`src/rtl/price_ladder_best_tracker_macros.svh`:
```
// Assertion macros shared by the price ladder RTL.
// Included by the top level; each macro expands to one concurrent assertion.
`ifndef PRICE_LADDER_BEST_TRACKER_MACROS_SVH
`define PRICE_LADDER_BEST_TRACKER_MACROS_SVH

// The consequent must hold in the same cycle as the antecedent.
`define PLB_ASSERT_IMP(label, clk_s, rst_s, ante, cons, msg) \
  label: assert property (@(posedge clk_s) disable iff (rst_s) (ante) |-> (cons)) \
    else $error(msg);

// The consequent must hold in the cycle after the antecedent.
`define PLB_ASSERT_NXT(label, clk_s, rst_s, ante, cons, msg) \
  label: assert property (@(posedge clk_s) disable iff (rst_s) (ante) |=> (cons)) \
    else $error(msg);

`endif

```
`src/rtl/plb_pkg.sv`:
```
// Shared types and constants of the price ladder best tracker.
// No dependencies; used by the interfaces and by every module but plb_ram.
package plb_pkg;

  localparam int PRICE_W    = 32;
  localparam int ORDER_W    = 32;
  localparam int QTY_W      = 48;
  localparam int CNT_W      = 16;
  localparam int ENTRY_W    = QTY_W + CNT_W;
  localparam int WORD_W     = 32;
  localparam int BIT_W      = 5;
  localparam int CFG_IDX_W  = 2;
  localparam int CFG_DATA_W = 32;

  localparam logic [QTY_W-1:0] QTY_MAX = {QTY_W{1'b1}};
  localparam logic [CNT_W-1:0] CNT_MAX = {CNT_W{1'b1}};

  localparam logic [CFG_IDX_W-1:0] REG_BASE_PRICE = 2'd0;
  localparam logic [CFG_IDX_W-1:0] REG_BOOK_SIDE  = 2'd1;

  localparam logic SIDE_BID = 1'b0;
  localparam logic SIDE_ASK = 1'b1;

  typedef enum logic [1:0] {
    CMD_ADD    = 2'd0,
    CMD_REMOVE = 2'd1,
    CMD_CLEAR  = 2'd2,
    CMD_NOP    = 2'd3
  } cmd_t;

  typedef enum logic [1:0] {
    ST_OK    = 2'd0,
    ST_RANGE = 2'd1,
    ST_EMPTY = 2'd2,
    ST_SAT   = 2'd3
  } status_t;

endpackage

```
`src/rtl/plb_prio.sv`:
```
// Priority encoder over one occupancy word, lowest or highest set bit first.
// Depends on plb_pkg for the word and index widths.
module plb_prio (
  input  logic [plb_pkg::WORD_W-1:0] word,
  input  logic                       low_first,
  output logic                       found,
  output logic [plb_pkg::BIT_W-1:0]  idx
);

  always_comb begin
    found = |word;
    idx   = '0;
    if (low_first) begin
      for (int i = plb_pkg::WORD_W - 1; i >= 0; i--) begin
        if (word[i]) idx = plb_pkg::BIT_W'(i);
      end
    end else begin
      for (int i = 0; i < plb_pkg::WORD_W; i++) begin
        if (word[i]) idx = plb_pkg::BIT_W'(i);
      end
    end
  end

endmodule

```
`config.mk`:
```
export PLATFORM = sky130hd
export DESIGN_NAME = plb_prio
export DESIGN_NICKNAME = d
export VERILOG_FILES = /design/src/rtl/price_ladder_best_tracker_macros.svh /design/src/rtl/plb_pkg.sv /design/src/rtl/plb_prio.sv
export SDC_FILE = /design/constraint.sdc
export NUM_CORES = 1
export LEC_CHECK = 0
export BUFFER_PORTS_ARGS = -buffer_cell sky130_fd_sc_hd__clkbuf_2
export CORE_MARGIN = 5
export CORE_UTILIZATION = 48
export DETAILED_ROUTE_END_ITERATION = 10
export GPL_ROUTABILITY_DRIVEN = 0
export PLACE_DENSITY = 0.95
export SLEW_MARGIN = 20
export SYNTH_ARGS = -nofsm -noshare
export SYNTH_HDL_FRONTEND = slang
export SYNTH_SLANG_ARGS = --single-unit
```
`constraint.sdc`:
```
create_clock -name vclk -period 1.5
set_clock_uncertainty 0.1 [all_clocks]
set_input_delay 0.075 -clock vclk [all_inputs]
set_output_delay 0.075 -clock vclk [all_outputs]
set_load 0.1 [all_outputs]
```
==> summary.md, run 1 <==
| Metric | Value |
|---|---|
| Status | `aborted with a tool error` |
| Halt Stage | `4_1_cts` |
| Stop Error | `[ERROR DPL-0038] Utilization greater than 100%, impossible to legalize` |
| Ports | `39` |
| Placed Area | `1270 um2` |
| Die Ht | `48.1 um` |
| Hold-fix buffers at CTS | `0` |
| Synth Net Count | `152` |
| Post-Syn Instances | `119` |
| Detailed placer's ending HPWL | `3.08 mm` |
| Starting density of the core | `52.3%` |
| Post-cts gate resize count | `14` |
| Port bufs | `39` |
| # rows | `13` |
| Yosys top cell by area | `nor2_1` |
| Xor/xnor share of the synthesized area | `0%` |
| Post-synthesis mux area share | `0%` |
| Synth cell types | `39` |
| Sequential area share after synthesis | `0%` |
| Synth Area in Compound Gates | `47.7%` |
| Yosys warning count | `0` |
| Top cell type's share of synthesized area | `10.8%` |
| Syn Std Cell Area | `between 600 and 700 um2` |
| Top post-synthesis cells by count | `nor2_1 (20), a21oi_1 (13), inv_1 (10)` |
| Synth Area in Simple Gates | `46.2%` |
| Synth top area cells | `nor2_1 (11%), a21oi_1 (9.3%), nor3_1 (6.5%)` |
| Mean Syn Cell Area | `5.87 um2` |
| Pre-CTS setup slack | `-233 ps` |
| Die W | `about 48 um` |
| Count leader, synth | `nor2_1` |
| Adder-Cell Fraction of Synth Area | `0%` |
| Post-CTS Setup Bufs | `2` |
| Largest family of logic cells by synthesized area | `compound AO/OA/AOI/OAI gates` |
==> cells by family after synthesis <==
group | after synthesis
and+or+nand+nor | 59
buffers and inverters | 11
AOI/OAI and AO/OA | 49
==> metrics by stage <==
step | hold WS (ps) | std cells
3_3_place_gp | 533 | 200
3_5_place_dp | 560 | 200
2_1_floorplan | 478 | 119
==> run 2: changes to the inputs <==
--- a/config.mk
+++ b/config.mk
@@ -6,11 +6,11 @@
 export NUM_CORES = 1
 export LEC_CHECK = 0
 export BUFFER_PORTS_ARGS = -buffer_cell sky130_fd_sc_hd__clkbuf_2
-export CORE_MARGIN = 5
-export CORE_UTILIZATION = 48
+export CORE_AREA = 5 5 66 68
 export DETAILED_ROUTE_END_ITERATION = 10
+export DIE_AREA = 0 0 71 73
 export GPL_ROUTABILITY_DRIVEN = 0
-export PLACE_DENSITY = 0.95
+export PLACE_DENSITY_LB_ADDON = 0.15
 export SLEW_MARGIN = 20
 export SYNTH_ARGS = -nofsm -noshare
 export SYNTH_HDL_FRONTEND = slang
==> summary.md, run 2 <==
| Metric | Value |
|---|---|
| Slew headroom | `71.3%` |
| CP Launch Type | `input pin` |
| Max Cap Viol | `0` |
| Top post-synthesis cells by count | `nor2_1 (20), a21oi_1 (13), inv_1 (10)` |
| Vias in the first global route | `1190` |
| Antenna diodes | `0` |
| Area of the multi-input gates | `806 um2` |
| Xor/xnor share of the synthesized area | `0% (unchanged)` |
| Die Ht | `73 um (+52%)` |
| NetSw | `0.000236 W` |
| Sequential cell count | `0` |
| Commonest non-fill, non-tap cells in the layout | `buf_4 (37), clkbuf_2 (23), nor2_1 (19), inv_1 (10), a21oi_1 (9)` |
| Mean Syn Cell Area | `5.87 um2 (unchanged)` |
| Power share of the clock group | `0%` |
| Count leader, synth | `nor2_1` |
| Post-Route WL | `3.21 mm` |
| Yosys warning count | `0 (unchanged)` |
| Int Pwr | `0.000193 W` |
| Core ar. | `3800 um2` |
| Pleak | `0.632 nW` |
| Drt pass-1 iters | `4` |
| Max Slew Vio Count | `0` |
| Synth Net Count | `152 (unchanged)` |
| Post-synthesis mux area share | `0% (unchanged)` |
| Crit Path Max Fanout | `3` |
| Hold-fix buffers at CTS | `0 (unchanged)` |
| Period utilisation layout | `109%` |
| Starting density of the core | `18.4% (-34 points)` |
| Largest net degree at the start of global routing | `10` |
| VDD IR max | `0.0970 mV` |
| Sequential fraction of design power | `0%` |
| FMAX | `about 600 MHz` |
| Number of antenna violations at the first check in global routing | `0` |
| Wirelength per Cell | `between 10 and 15 um` |
| GRT Total Usage | `12.1%` |
| Post-Syn Instances | `119 (unchanged)` |
| Detailed placer's ending HPWL | `2.81 mm (-8.8%)` |
| First-pass GRT wire length | `5.29 mm` |
| Final Hold Vio Count | `0` |
| Starting DRT DRC Count | `35` |
| Sequential area share after synthesis | `0% (unchanged)` |
| Worst slew pin tran | `426 ps` |
| Worst hold slack | `555 ps` |
| Port bufs | `39 (unchanged)` |
| Placed Area | `1350 um2 (+6.4%)` |
| CP Capture Type | `output port` |
| Via count | `1199` |
| Combinational fraction of design power | `100.0%` |
| Fillers | `between 400 and 500` |
| Share of layout cells above drive strength 1 | `a little under three fifths` |
| Layout area overhead | `115%` |
| Switching fraction of total power | `55.1%` |
| Setup violations, final | `5` |
| Synth top area cells | `nor2_1 (11%), a21oi_1 (9.3%), nor3_1 (6.5%)` |
| Top cell type's share of synthesized area | `10.8% (unchanged)` |
| Yosys top cell by area | `nor2_1` |
| DRC viols | `0` |
| Number of instances on the worst hold path | `3` |
| WP data required | `1320 ps` |
| GRT overflow | `0` |
| Adder-Cell Fraction of Synth Area | `0% (unchanged)` |
| Synth Area in Compound Gates | `47.7% (unchanged)` |
| Die W | `71 um (+47%)` |
| Sequential cell area | `0 um2` |
| # rows | `23 (+10)` |
| Critical path arrival | `1460 ps` |
| RSZ-0062 raised after global routing | `yes` |
| Slack of the critical path | `-130 ps` |
| Commonest non-fill, non-tap cell in the layout | `buf_4` |
| Die area | `5180 um2` |
| Power density cells | `286 nW/um2` |
| Setup CP Type | `input pin to output port` |
| Avg Vias per Cell | `around 5` |
| Status | `finished with violations` |
| Largest family of logic cells by synthesized area | `compound AO/OA/AOI/OAI gates` |
| Failing checks | `negative setup slack` |
| Ports | `39 (unchanged)` |
| # clk buffers | `0` |
| Synth cell types | `39 (unchanged)` |
| Synth Area in Simple Gates | `46.2% (unchanged)` |
| Min Tclk post-route | `between 1500 and 2000 ps` |
| Fin nets | `between 200 and 250` |
| Remaining antenna violation count | `0` |
| HP Class | `input pin to output port` |
| Post-route cell area | `1500 um2` |
| Syn Std Cell Area | `698 um2 (unchanged)` |
## run 2: cell counts after synthesis
Identical to the previous run, type by type.
## run 2: metal layers
| layer | wire (um) | vias up | global-route usage, % |
|---|---|---|---|
| met4 | 38 | 0 | 1.25 |
| met2 | 1680 | 27 | 23.1 |
| met5 | 0 | - | 0 |
| li1 | - | 612 | - |
| met3 | 125 | 5 | 1.24 |
| met1 | 1370 | 555 | 15.0 |
## run 2: power groups by stage
stage               logic [W]  clock network [W]  registers [W]
floorplan            0.000173                  0              0
global placement     0.000390                  0              0
detailed placement   0.000393                  0              0
CTS                  0.000411                  0              0
global route         0.000461                  0              0
finish               0.000429                  0              0
## run 2: stage by stage
stage | setup slack, ps | cells | util, % | total power [W] | setup TNS, ps
2_1_floorplan | -246 | 119 | - | 0.000173 | -493
3_3_place_gp | -133 | 240 | 35.6 | 0.000390 | -417
3_5_place_dp | -140 | 240 | 35.6 | 0.000393 | -518
4_1_cts | -116 | 241 | 37.4 | 0.000411 | -344
5_1_grt | -172 | 242 | 39.5 | 0.000461 | -634
6_report | -130 | 242 | 39.5 | 0.000429 | -277
## run 2: final cells by class
type | instances | area share [%]
inverters | 10 | 2.50
multi-input cells | 108 | 53.7
well taps | 50 | 4.17
repair buffers | 74 | 39.6
## run 2: cell families (layout without fill, tap and decap cells)
group / after synthesis / in the layout
and+or+nand+nor: 59 / 59
AOI/OAI and AO/OA: 49 / 49
buffers and inverters: 11 / 84
## run 2: final timing paths
| path | start | to | slack [ps] |
|---|---|---|---|
| worst max-delay path | word[24] | idx[2] | -130 |
| worst min-delay path | low_first | idx[4] | 560 |
## run 2: repair_timing
action,in CTS,in global routing
buffers inserted,1,1
endpoints found under the setup margin,6,6
gates cloned,0,0
resized for setup,15,29
pin swaps,6,13
## run 2: worst max-delay path: stages
cell and delay (ps):
buf_6 90, or4_4 560, o211ai_2 170, a21boi_1 100, o21ai_2 110, o31a_2 180, buf_12 170
Power figures use the tool's default switching activity.
